[config.mk]
export PLATFORM = sky130hd
export DESIGN_NAME = text_encoding_detector_flat
export DESIGN_NICKNAME = d
export VERILOG_FILES = /design/src/rtl/core/ted_pkg.sv /design/src/rtl/core/ted_in_if.sv /design/src/rtl/core/ted_out_if.sv /design/src/rtl/core/ted_byte_eval.sv /design/src/rtl/core/text_encoding_detector.sv /design/src/flat_wrapper.sv
export SDC_FILE = /design/constraint.sdc
export NUM_CORES = 1
export LEC_CHECK = 0
export ABC_AREA = 1
export BUFFER_PORTS_ARGS = -buffer_cell sky130_fd_sc_hd__buf_4
export CORE_AREA = 2 2 67 69
export DETAILED_ROUTE_END_ITERATION = 7
export DIE_AREA = 0 0 69 71
export HOLD_SLACK_MARGIN = 0.03
export SLEW_MARGIN = 15
export SYNTH_ARGS = -nofsm -noshare
export SYNTH_HDL_FRONTEND = slang
export SYNTH_SLANG_ARGS = --single-unit
[constraint.sdc]
create_clock -name clk_i -period 1.5 [get_ports clk_i]
set_input_delay 0.225 -clock clk_i [delete_from_list [all_inputs] [get_ports clk_i]]
set_output_delay 0.225 -clock clk_i [all_outputs]
set_load 0.03 [all_outputs]
[src/rtl/core/ted_pkg.sv]
// Types, constants and helper functions for the text encoding detector.
// No dependencies; every other file of the block but the two interfaces refers to it by scoped names.
package ted_pkg;

  // Candidate bits of the alive vector, in priority order
  localparam int unsigned CandAscii = 0;
  localparam int unsigned CandU8Bom = 1;
  localparam int unsigned CandU8    = 2;
  localparam int unsigned CandU16Be = 3;
  localparam int unsigned CandU16Le = 4;
  localparam int unsigned CandIso   = 5;
  localparam int unsigned CandExt   = 6;
  localparam int unsigned NumCand   = 7;

  // Result codes
  localparam logic [2:0] EncAscii   = 3'd0;
  localparam logic [2:0] EncU8Bom   = 3'd1;
  localparam logic [2:0] EncU8      = 3'd2;
  localparam logic [2:0] EncU16Be   = 3'd3;
  localparam logic [2:0] EncU16Le   = 3'd4;
  localparam logic [2:0] EncIso     = 3'd5;
  localparam logic [2:0] EncExt     = 3'd6;
  localparam logic [2:0] EncUnknown = 3'd7;

  localparam logic [7:0] Bom8Byte0 = 8'hef;
  localparam logic [7:0] Bom8Byte1 = 8'hbb;
  localparam logic [7:0] Bom8Byte2 = 8'hbf;
  localparam logic [7:0] Bom16Fe   = 8'hfe;
  localparam logic [7:0] Bom16Ff   = 8'hff;

  typedef struct packed {
    logic [NumCand-1:0] alive;
    logic [1:0]         byte_pos;   // saturates at three
    logic               odd_pos;
    logic [7:0]         held_byte;
    logic [2:0]         cont_pend;
    logic               mb_seen;
  } state_t;

  localparam state_t StateReset = '{
    alive:     {NumCand{1'b1}},
    byte_pos:  2'd0,
    odd_pos:   1'b0,
    held_byte: 8'h00,
    cont_pend: 3'd0,
    mb_seen:   1'b0
  };

  function automatic logic is_text(input logic [7:0] b);
    logic r;
    r = ((b >= 8'h07) && (b <= 8'h0a)) || (b == 8'h0c) || (b == 8'h0d) ||
        (b == 8'h1b) || (b == 8'h85) || ((b >= 8'h20) && (b <= 8'h7e));
    return r;
  endfunction

  // Continuation bytes that follow a lead byte 11xxxxxx; zero means illegal lead
  function automatic logic [2:0] lead_follow(input logic [7:0] b);
    logic [2:0] f;
    if (!b[5])      f = 3'd1;
    else if (!b[4]) f = 3'd2;
    else if (!b[3]) f = 3'd3;
    else if (!b[2]) f = 3'd4;
    else if (!b[1]) f = 3'd5;
    else            f = 3'd0;
    return f;
  endfunction

  function automatic logic [7:0] bom8_byte(input logic [1:0] pos);
    logic [7:0] v;
    unique case (pos)
      2'd0:    v = Bom8Byte0;
      2'd1:    v = Bom8Byte1;
      default: v = Bom8Byte2;
    endcase
    return v;
  endfunction

endpackage

[src/rtl/core/ted_in_if.sv]
// Input byte channel of the text encoding detector.
// Depends on nothing; valid/ready handshake, one byte per beat.
interface ted_in_if;
  logic       valid;
  logic       ready;
  logic [7:0] data_byte;
  logic       last_byte;

  modport source (output valid, output data_byte, output last_byte, input ready);
  modport sink   (input valid, input data_byte, input last_byte, output ready);
endinterface

[src/rtl/core/ted_out_if.sv]
// Result channel of the text encoding detector.
// Depends on nothing; valid/ready handshake, one encoding index per beat.
interface ted_out_if;
  logic       valid;
  logic       ready;
  logic [2:0] encoding_index;

  modport source (output valid, output encoding_index, input ready);
  modport sink   (input valid, input encoding_index, output ready);
endinterface

[src/rtl/core/ted_byte_eval.sv]
// Per-byte evaluation: next detector state and, on the last byte, the verdict.
// Depends on ted_pkg.
module ted_byte_eval (
  input  ted_pkg::state_t state_i,
  input  logic [7:0]      data_byte_i,
  input  logic            last_byte_i,
  output ted_pkg::state_t state_o,
  output logic [2:0]      encoding_index_o
);

  ted_pkg::state_t            nxt;
  logic [ted_pkg::NumCand-1:0] fin;
  logic                        text;
  logic [2:0]                  follow;

  always_comb begin
    nxt    = state_i;
    text   = ted_pkg::is_text(data_byte_i);
    follow = ted_pkg::lead_follow(data_byte_i);

    if (!text) nxt.alive[ted_pkg::CandAscii] = 1'b0;
    if (!(text || data_byte_i >= 8'ha0)) nxt.alive[ted_pkg::CandIso] = 1'b0;
    if (!(text || data_byte_i[7])) nxt.alive[ted_pkg::CandExt] = 1'b0;

    if (state_i.byte_pos != 2'd3 && data_byte_i != ted_pkg::bom8_byte(state_i.byte_pos))
      nxt.alive[ted_pkg::CandU8Bom] = 1'b0;

    // UTF-8 sequence tracking
    if (state_i.cont_pend != 3'd0) begin
      if (data_byte_i[7:6] != 2'b10) begin
        nxt.alive[ted_pkg::CandU8] = 1'b0;
        nxt.cont_pend = 3'd0;
      end else begin
        nxt.cont_pend = state_i.cont_pend - 3'd1;
        if (state_i.cont_pend == 3'd1) nxt.mb_seen = 1'b1;
      end
    end else if (!data_byte_i[7]) begin
      if (!text) nxt.alive[ted_pkg::CandU8] = 1'b0;
    end else if (!data_byte_i[6]) begin
      nxt.alive[ted_pkg::CandU8] = 1'b0;
    end else begin
      if (follow == 3'd0) nxt.alive[ted_pkg::CandU8] = 1'b0;
      nxt.cont_pend = follow;
    end

    // UTF-16 code units
    if (!state_i.odd_pos) begin
      if (state_i.byte_pos == 2'd0) begin
        if (data_byte_i != ted_pkg::Bom16Fe) nxt.alive[ted_pkg::CandU16Be] = 1'b0;
        if (data_byte_i != ted_pkg::Bom16Ff) nxt.alive[ted_pkg::CandU16Le] = 1'b0;
      end
      nxt.held_byte = data_byte_i;
    end else begin
      if (state_i.byte_pos == 2'd1) begin
        if (data_byte_i != ted_pkg::Bom16Ff) nxt.alive[ted_pkg::CandU16Be] = 1'b0;
        if (data_byte_i != ted_pkg::Bom16Fe) nxt.alive[ted_pkg::CandU16Le] = 1'b0;
      end
      // unit FFFE, or a unit below 128 that is not text
      if ((state_i.held_byte == 8'hff && data_byte_i == 8'hfe) ||
          (state_i.held_byte == 8'h00 && !data_byte_i[7] && !text))
        nxt.alive[ted_pkg::CandU16Be] = 1'b0;
      if ((data_byte_i == 8'hff && state_i.held_byte == 8'hfe) ||
          (data_byte_i == 8'h00 && !state_i.held_byte[7] &&
           !ted_pkg::is_text(state_i.held_byte)))
        nxt.alive[ted_pkg::CandU16Le] = 1'b0;
    end

    nxt.odd_pos = ~state_i.odd_pos;
    if (state_i.byte_pos != 2'd3) nxt.byte_pos = state_i.byte_pos + 2'd1;

    // verdict for a stream ending on this byte
    fin = nxt.alive;
    if (!nxt.mb_seen) begin
      fin[ted_pkg::CandU8]    = 1'b0;
      fin[ted_pkg::CandU8Bom] = 1'b0;
    end
    if (!fin[ted_pkg::CandU8] || state_i.byte_pos < 2'd2) fin[ted_pkg::CandU8Bom] = 1'b0;
    if (!state_i.odd_pos) begin
      fin[ted_pkg::CandU16Be] = 1'b0;
      fin[ted_pkg::CandU16Le] = 1'b0;
    end

    if (fin[ted_pkg::CandAscii])      encoding_index_o = ted_pkg::EncAscii;
    else if (fin[ted_pkg::CandU8Bom]) encoding_index_o = ted_pkg::EncU8Bom;
    else if (fin[ted_pkg::CandU8])    encoding_index_o = ted_pkg::EncU8;
    else if (fin[ted_pkg::CandU16Be]) encoding_index_o = ted_pkg::EncU16Be;
    else if (fin[ted_pkg::CandU16Le]) encoding_index_o = ted_pkg::EncU16Le;
    else if (fin[ted_pkg::CandIso])   encoding_index_o = ted_pkg::EncIso;
    else if (fin[ted_pkg::CandExt])   encoding_index_o = ted_pkg::EncExt;
    else                              encoding_index_o = ted_pkg::EncUnknown;

    state_o = last_byte_i ? ted_pkg::StateReset : nxt;
  end

endmodule

[src/rtl/core/text_encoding_detector.sv]
// Text encoding detector top level: state register, evaluator and result register.
// Depends on ted_pkg, ted_in_if, ted_out_if and ted_byte_eval.
//
// Takes one byte per beat and, on the beat marked last_byte, delivers one
// encoding_index beat: the first of ASCII, UTF-8 with BOM, UTF-8, UTF-16BE,
// UTF-16LE, ISO-8859, extended ASCII that fits the whole stream, else Unknown.
// The detector state is cleared after the last byte, so the next stream can
// start on the following beat. A byte is taken every cycle while the input is
// not stalled; the evaluation of a byte against the running state is
// combinational logic, and the result sits in an output register. The input
// stalls only while a finished result is held and the sink does not take it in that same cycle.
module text_encoding_detector (
  input  logic      clk_i,
  input  logic      rst_ni,
  ted_in_if.sink    in_i,
  ted_out_if.source out_o
);

  ted_pkg::state_t state_q, state_d;
  logic [2:0]      enc_idx;
  logic [2:0]      enc_idx_q;
  logic            out_valid_q;
  logic            in_beat;

  assign in_i.ready = !out_valid_q || out_o.ready;
  assign in_beat    = in_i.valid && in_i.ready;

  ted_byte_eval u_eval (
    .state_i          (state_q),
    .data_byte_i      (in_i.data_byte),
    .last_byte_i      (in_i.last_byte),
    .state_o          (state_d),
    .encoding_index_o (enc_idx)
  );

  always_ff @(posedge clk_i or negedge rst_ni) begin
    if (!rst_ni) begin
      state_q     <= ted_pkg::StateReset;
      out_valid_q <= 1'b0;
    end else begin
      if (in_beat) state_q <= state_d;
      if (in_beat && in_i.last_byte) out_valid_q <= 1'b1;
      else if (out_o.ready)          out_valid_q <= 1'b0;
    end
  end

  always_ff @(posedge clk_i) begin
    if (in_beat && in_i.last_byte) enc_idx_q <= enc_idx;
  end

  assign out_o.valid          = out_valid_q;
  assign out_o.encoding_index = enc_idx_q;

endmodule

[src/flat_wrapper.sv]
// flat-port wrapper written by rule: the top's interface ports become plain ports
module text_encoding_detector_flat 
  (clk_i, rst_ni, in_i_valid, in_i_data_byte, in_i_last_byte, in_i_ready, out_o_valid, out_o_encoding_index, out_o_ready);
  ted_in_if in_i_i ();
  ted_out_if out_o_i ();
  input  logic clk_i;
  input  logic rst_ni;
  input wire logic [$bits(in_i_i.valid)-1:0] in_i_valid;
  input wire logic [$bits(in_i_i.data_byte)-1:0] in_i_data_byte;
  input wire logic [$bits(in_i_i.last_byte)-1:0] in_i_last_byte;
  output wire logic [$bits(in_i_i.ready)-1:0] in_i_ready;
  output wire logic [$bits(out_o_i.valid)-1:0] out_o_valid;
  output wire logic [$bits(out_o_i.encoding_index)-1:0] out_o_encoding_index;
  input wire logic [$bits(out_o_i.ready)-1:0] out_o_ready;
  assign in_i_i.valid = in_i_valid;
  assign in_i_i.data_byte = in_i_data_byte;
  assign in_i_i.last_byte = in_i_last_byte;
  assign in_i_ready = in_i_i.ready;
  assign out_o_valid = out_o_i.valid;
  assign out_o_encoding_index = out_o_i.encoding_index;
  assign out_o_i.ready = out_o_ready;
  text_encoding_detector u_core (.clk_i(clk_i), .rst_ni(rst_ni), .in_i(in_i_i), .out_o(out_o_i));
endmodule
After elaboration in Yosys (flattened, before gate mapping)
Cells that the tools add are included.

word-level totals
  word-level logic and storage cells = 138
  bits of input ports = 13
  register bits = 26
  output and inout port bits = 5

operators by class
  $add $sub $neg = 2
  reduce and logical (&&, ||, !) cells = 49
  multiplexer cells = 46
  magnitude comparators = 10
  bitwise gates (word level) = 1
  eq/ne operators = 20

operators by type and width
  kind                  count
  $eq A8 B8 Y1 const B  6
  $eq A8 B4 Y1 const B  4
  $mux W3               9
  $mux W1               24
  $mux W22              1
  $mux W2               10
  $eq A8 B5 Y1 const B  2
  $ge A8 B3 Y1 const B  2
  $ge A8 B6 Y1 const B  2
  $le A8 B4 Y1 const B  2
  $le A8 B7 Y1 const B  2
  $logic_not A8 Y1      2
  $logic_or A1 B1 Y1    16
  $ne A8 B8 Y1 const B  2
  $pmux W7 S2           1
  $logic_and A1 B1 Y1   13
  $reduce_bool A3 Y1    3
  $ge A8 B8 Y1 const B  1
  $mux W8               1
  $ne A8 B8 Y1          1
  $logic_not A1 Y1      6
  $ne A2 B2 Y1 const B  3
  $reduce_and A2 Y1     2
  $reduce_bool A2 Y1    2
  other kinds (11)      11

Logic depth before layout (Yosys ltp)
  depth after elaboration = 17
  mapped depth = 13
  mapped depth without buffers = 12

Modules after synthesis
A second synthesis with hierarchy kept.

second synthesis, totals
  cells, all modules = 304
  area total of the unflattened synthesis = 2044.5 µm²

modules (own cells, without submodules)
  module                  cells each  area each (µm²)  instances  sequential area each (µm²)
  text_encoding_detector  105         1049.8           1          674.4
  ted_byte_eval           199         994.7            1          0.0

Worst setup path after synthesis
OpenSTA, ideal clock, no wires.

  path type = flip-flop to flip-flop
  start = register u_core.state_q[1] in the netlist's numbering
  end = register u_core.enc_idx_q[1] (netlist: u_core.out_o.encoding_index[1]) (data pin)
  setup time = 0.252 ns
  setup slack = -0.168 ns
  data arrival time = 1.416 ns
  period minus slack after synthesis = 1.668 ns
  stages on the path, launching flop included = 12
  data required time = 1.248 ns
  buffers on the path = 0
  cells stage by stage = dfrtp_1 > inv_1 > ha_1 > inv_1 > nor2_1 > inv_1 > nand3_1 > nand2_2 > nand2_2 > nand2_2 > nor2_1 > nor2_1

on the way
  word-level cells in the longest chain between the ends = 9
  elaborated cells on any way between the ends = 12
  those cells by class = eq/ne (1); mux (7); reduce/logical (4)

ends and longest elaborated chain
  what                               RTL line                      RTL
  start: declaration                 text_encoding_detector.sv:19  ted_pkg::state_t state_q, state_d;
  start signal: assignment           text_encoding_detector.sv:38  state_q <= ted_pkg::StateReset;
  start signal: assignment           text_encoding_detector.sv:41  if (in_beat) state_q <= state_d;
  $eq A3 B1 Y1                       ted_byte_eval.sv:35           if (state_i.cont_pend == 3'd1) nxt.mb_seen = 1'b1;
  $mux W1                            ted_byte_eval.sv:35
  $mux W1                            ted_byte_eval.sv:30           if (data_byte_i[7:6] != 2'b10) begin
  $mux W1                            ted_byte_eval.sv:29           if (state_i.cont_pend != 3'd0) begin
  $mux W2 *                          ted_byte_eval.sv:73           if (!nxt.mb_seen) begin
  $logic_not A1 Y1                   ted_byte_eval.sv:77           if (!fin[ted_pkg::CandU8] || state_i.byte_pos < 2'd2) fin[ted_pkg::CandU8Bom] = 1'b0;
  $logic_or A1 B1 Y1                 ted_byte_eval.sv:77
  $mux W1                            ted_byte_eval.sv:77
  $reduce_or A2 Y1 (no source line)  --
  end signal: assignment             text_encoding_detector.sv:48  if (in_beat && in_i.last_byte) enc_idx_q <= enc_idx;
  end: declaration                   text_encoding_detector.sv:21  logic [2:0] enc_idx_q;

Every way passes the cells marked *; elsewhere a longest branch is shown, timed or not.
A chain may end at the register's enable or synchronous reset.

Final worst setup path
  start = register u_core.state_q[13] in the netlist's numbering
  end = register u_core.enc_idx_q[1] (netlist: u_core.out_o.encoding_index[1]) (data pin)

on the way
  word-level cells in the longest chain between the ends = 8
  elaborated cells on any way between the ends = 21
  those cells by class = order compare (1); eq/ne (3); mux (13); reduce/logical (4)

ends and longest elaborated chain
  what                                                                 RTL line
  $eq A2 B1 Y1 / $logic_not A2 Y1 (equally long branches)              ted_pkg.sv:70, ted_byte_eval.sv:54, ted_byte_eval.sv:48
  $pmux W7 S2 / $mux W2 (equally long branches)                        ted_pkg.sv:70, ted_byte_eval.sv:54
  $ne A8 B8 Y1 / $mux W1 (equally long branches)                       ted_byte_eval.sv:25, ted_byte_eval.sv:62
  $logic_and A1 B1 Y1 / $mux W2 (equally long branches)                ted_byte_eval.sv:25, ted_byte_eval.sv:47
  $mux W1 / $mux W2 (equally long branches)                            ted_byte_eval.sv:25, ted_byte_eval.sv:78
  $mux W2 (on tied branches)                                           ted_byte_eval.sv:73, ted_byte_eval.sv:87
  $mux W1 / $mux W2 (equally long branches)                            ted_byte_eval.sv:77, ted_byte_eval.sv:86
  $reduce_or A2 Y1 (no source line) / $mux W2 (equally long branches)  --

Several ways; a longest one is shown, not always the timed one.

==> summary.md <==
| Metric | Value |
|---|---|
| Ranking of synthesized cells by area | `dfrtp_1, nand2_1, dfstp_2` |
| Worst-Skew Late Latency | `280 ps` |
| Die Wd | `69 microns` |
| Fin Clk Skew | `2.50 ps` |
| Post-DP HPWL | `3.77 mm` |
| TritonRoute pass-1 iters | `5` |
| Leading area contributor after synthesis | `dfrtp_1` |
| Switching Share | `35.4%` |
| Worst Path Arrival | `1730 ps` |
| Max Cap Viol | `0` |
| Status | `finished, violations left` |
| #FFs+latches synth | `26` |
| Largest net degree at the start of global routing | `24` |
| Drt drc | `0` |
| Synth top cells by count | `nand2_1, inv_1, nor2_1` |
| Setup Crit Path Kind | `reg -> reg` |
| Unrepaired setup endpoints after global routing | `true` |
| Share of cells above drive strength 1 | `36.0%` |
| Worst ir drop on vdd | `0.816 mV` |
| Ys Warns | `0` |
| Failing checks | `setup timing` |
| Crit-path max FO | `3` |
| Primary FF master, synth | `dfrtp_1` |
| Mapped cell area | `1770 sq um` |
| CTS tree | `yes` |
| Final setup vio count | `3` |
| Starting Density | `42.1%` |
| Power share of the combinational group | `45.6%` |
| Fin crit share | `112%` |
| Critical path required time | `1550 ps` |
| Total global routing overflow | `0` |
| Die H | `71 microns` |
| Slew Viols, Final | `0` |
| Tmin final | `1680 ps` |
| Final Hold Viols | `0` |
| Total wire length | `4.80 mm` |
| Routability cong. | `0.917` |
| Final layout net count | `338` |
| Number of flops mapped to enable cells by yosys | `3` |
| Worst-path clk slew | `100 ps` |
| CTS Sinks | `26` |
| Initial antenna violation count | `0` |
| Area share of the largest cell type after synthesis | `22.6%` |
| Via-per-instance ratio | `4.99` |
| Synthesized instance count | `247` |
| N_diodes | `0` |
| Avg WL per Cell | `13.0 microns` |
| Slew @ Worst Pin | `392 ps` |
| Die area | `4900 sq um` |
| Worst hold path type | `in -> reg` |
| GRT Overall Usage | `21.0%` |
| FMAX | `0.596 GHz` |
| Core area | `4200 sq um` |
| Post-synthesis sequential area ratio | `38.1%` |
| H-tree levels | `1` |
| Final core utilization | `59.5%` |
| I/O pin count | `18` |
| CTS Buf Count | `3` |
| PwrDens | `1150 nW/um^2` |
| Synthesis-to-finish area growth | `41.4%` |
| Top-count cell post-synth | `nand2_1` |
| First-pass GRT wire length | `8.43 mm` |
| Setup WS post-layout | `-179 ps` |
| Root Buffer | `clkbuf_8` |
| Number of DRC markers after the initial detailed-route iteration | `124` |
| Synth Area per Inst | `7.16 sq um` |
| CTS max path bufs | `2` |
| Worst setup EP type | `flip-flop` |
| Pint | `0.00186 W` |
| Worst setup SP type | `flip-flop` |
| Clock power frac | `21.1%` |
| PortBufs | `17` |
| # rows | `24` |
| Mapped Nets | `267` |
| Asr flop ratio synth | `88.5%` |
| Vias in the first global route | `1847` |
| Leak | `1.23 nW` |
| Vias | `1842` |
| ANT nets after route | `0` |
| Slew HR | `73.8%` |
| Reg power frac | `33.3%` |
| Total chip power | `0.00289 W` |
| Synth unique cells | `30` |
| Sw power | `0.00102 W` |
==> critical path, stage by stage, from the launching register on <==
cell     delay [ps]
dfrtp_1         420
inv_2            90
ha_4            150
nand2_2          50
nand2_2          60
nand3_2          70
nor2_1           90
nand3_1         120
a21oi_2         170
nand3_1          90
nand2_1          90
nor2_1           50
==> sequential cells by signal (all words and copies together) (netlist names) <==
name                         cells
u_core.state_q                  22
u_core.out_o.valid               1
u_core.out_o.encoding_index      3
==> stage by stage <==
| stage | setup TNS (ps) | worst slack (ps) | cells | hold slack (ps) | instance area, sq um |
|---|---|---|---|---|---|
| final | -487 | -179 | 369 | 197 | 2500 |
| after CTS | -493 | -172 | 365 | 196 | 2410 |
| after floorplan | -90.1 | -48.1 | 247 | -70.6 | 1800 |
| after global routing | -1030 | -344 | 369 | 218 | 2500 |
| after detailed placement | -810 | -209 | 360 | 150 | 2320 |
| after global placement | -697 | -213 | 360 | 142 | 2320 |
==> logic make-up after synthesis <==
group	after synthesis	share of synthesized area, %
simple gates	123	31.3
flops	26	38.1
fa+ha+maj	7	4.95
xor+xnor	1	0.495
buf+inv	44	9.55
compound gates	46	15.6
==> cell type report <==
class / instances / area, sq um
multi-input combinational: 177 / 1020
inverter: 43 / 161
timing repair buffer: 67 / 513
clock inverter: 1 / 30.0
sequential: 26 / 674
fill: 413 / 1700
tap: 52 / 65.1
clock buffer: 3 / 41.3
==> path summary, 6_finish.rpt <==
| path | end | slack [ps] | depth (start not counted) | start |
|---|---|---|---|---|
| hold / removal | u_core.out_o.valid$_DFFE_PN0P_ | 200 | 4 | out_o_ready |
| min in group asynchronous | u_core.state_q[2]$_DFFE_PN0P_ | 370 | 2 | rst_ni |
| hold reg to reg | u_core.state_q[16]$_DFFE_PN1P_ | 480 | 2 | u_core.state_q[16]$_DFFE_PN1P_ |
| setup reg to reg | u_core.out_o.encoding_index[1]$_SDFFCE_PP0P_ | -180 | 11 | u_core.state_q[13]$_DFFE_PN0P_ |
| max in group asynchronous | u_core.state_q[20]$_DFFE_PN1P_ | 830 | 2 | rst_ni |
| setup / recovery | u_core.out_o.encoding_index[1]$_SDFFCE_PP0P_ | -180 | 11 | u_core.state_q[13]$_DFFE_PN0P_ |
==> power by group through the flow <==
stage | Combinational (W) | Clock [W] | Sequential, W
5_1_grt | 0.00148 | 0.000643 | 0.000980
6_report | 0.00132 | 0.000609 | 0.000961
3_5_place_dp | 0.00111 | 0 | 0.000967
4_1_cts | 0.00113 | 0.000620 | 0.000956
2_1_floorplan | 0.000618 | 0 | 0.000967
3_3_place_gp | 0.00108 | 0 | 0.000962
==> placed cells by master (no fill, tap or decap), types with 2 or more instances in the layout <==
master,instances
ha_1,5
clkbuf_8,3
nor2_4,2
nand4_1,2
ha_4,2
nor3_1,5
o21ai_0,12
nand3_1,16
a21oi_1,9
a31oi_1,3
o21ai_2,3
inv_1,35
buf_4,64
nand2_2,8
buf_6,2
o22ai_1,10
dfstp_2,7
nor2_2,3
inv_2,8
dfrtp_1,16
edfxtp_1,3
nand3_2,3
nand2_1,52
nor2_1,28
==> metal layers <==
layer | wire length, microns | global-route usage (%) | vias to the layer above
li1 | - | - | 950
met1 | 2190 | 27.7 | 856
met2 | 2420 | 37.3 | 32
met3 | 146 | 2.56 | 4
met4 | 44 | 4.58 | 0
met5 | 0 | 0 | -
==> repair_timing <==
item,in CTS,in global routing
resized for setup,5,15
pin swaps,3,2
buffers inserted,0,4
hold buffers,1,0
endpoints found under the setup margin,6,13
endpoints found under the hold margin,16,0
(Power assumes the default switching activity.)
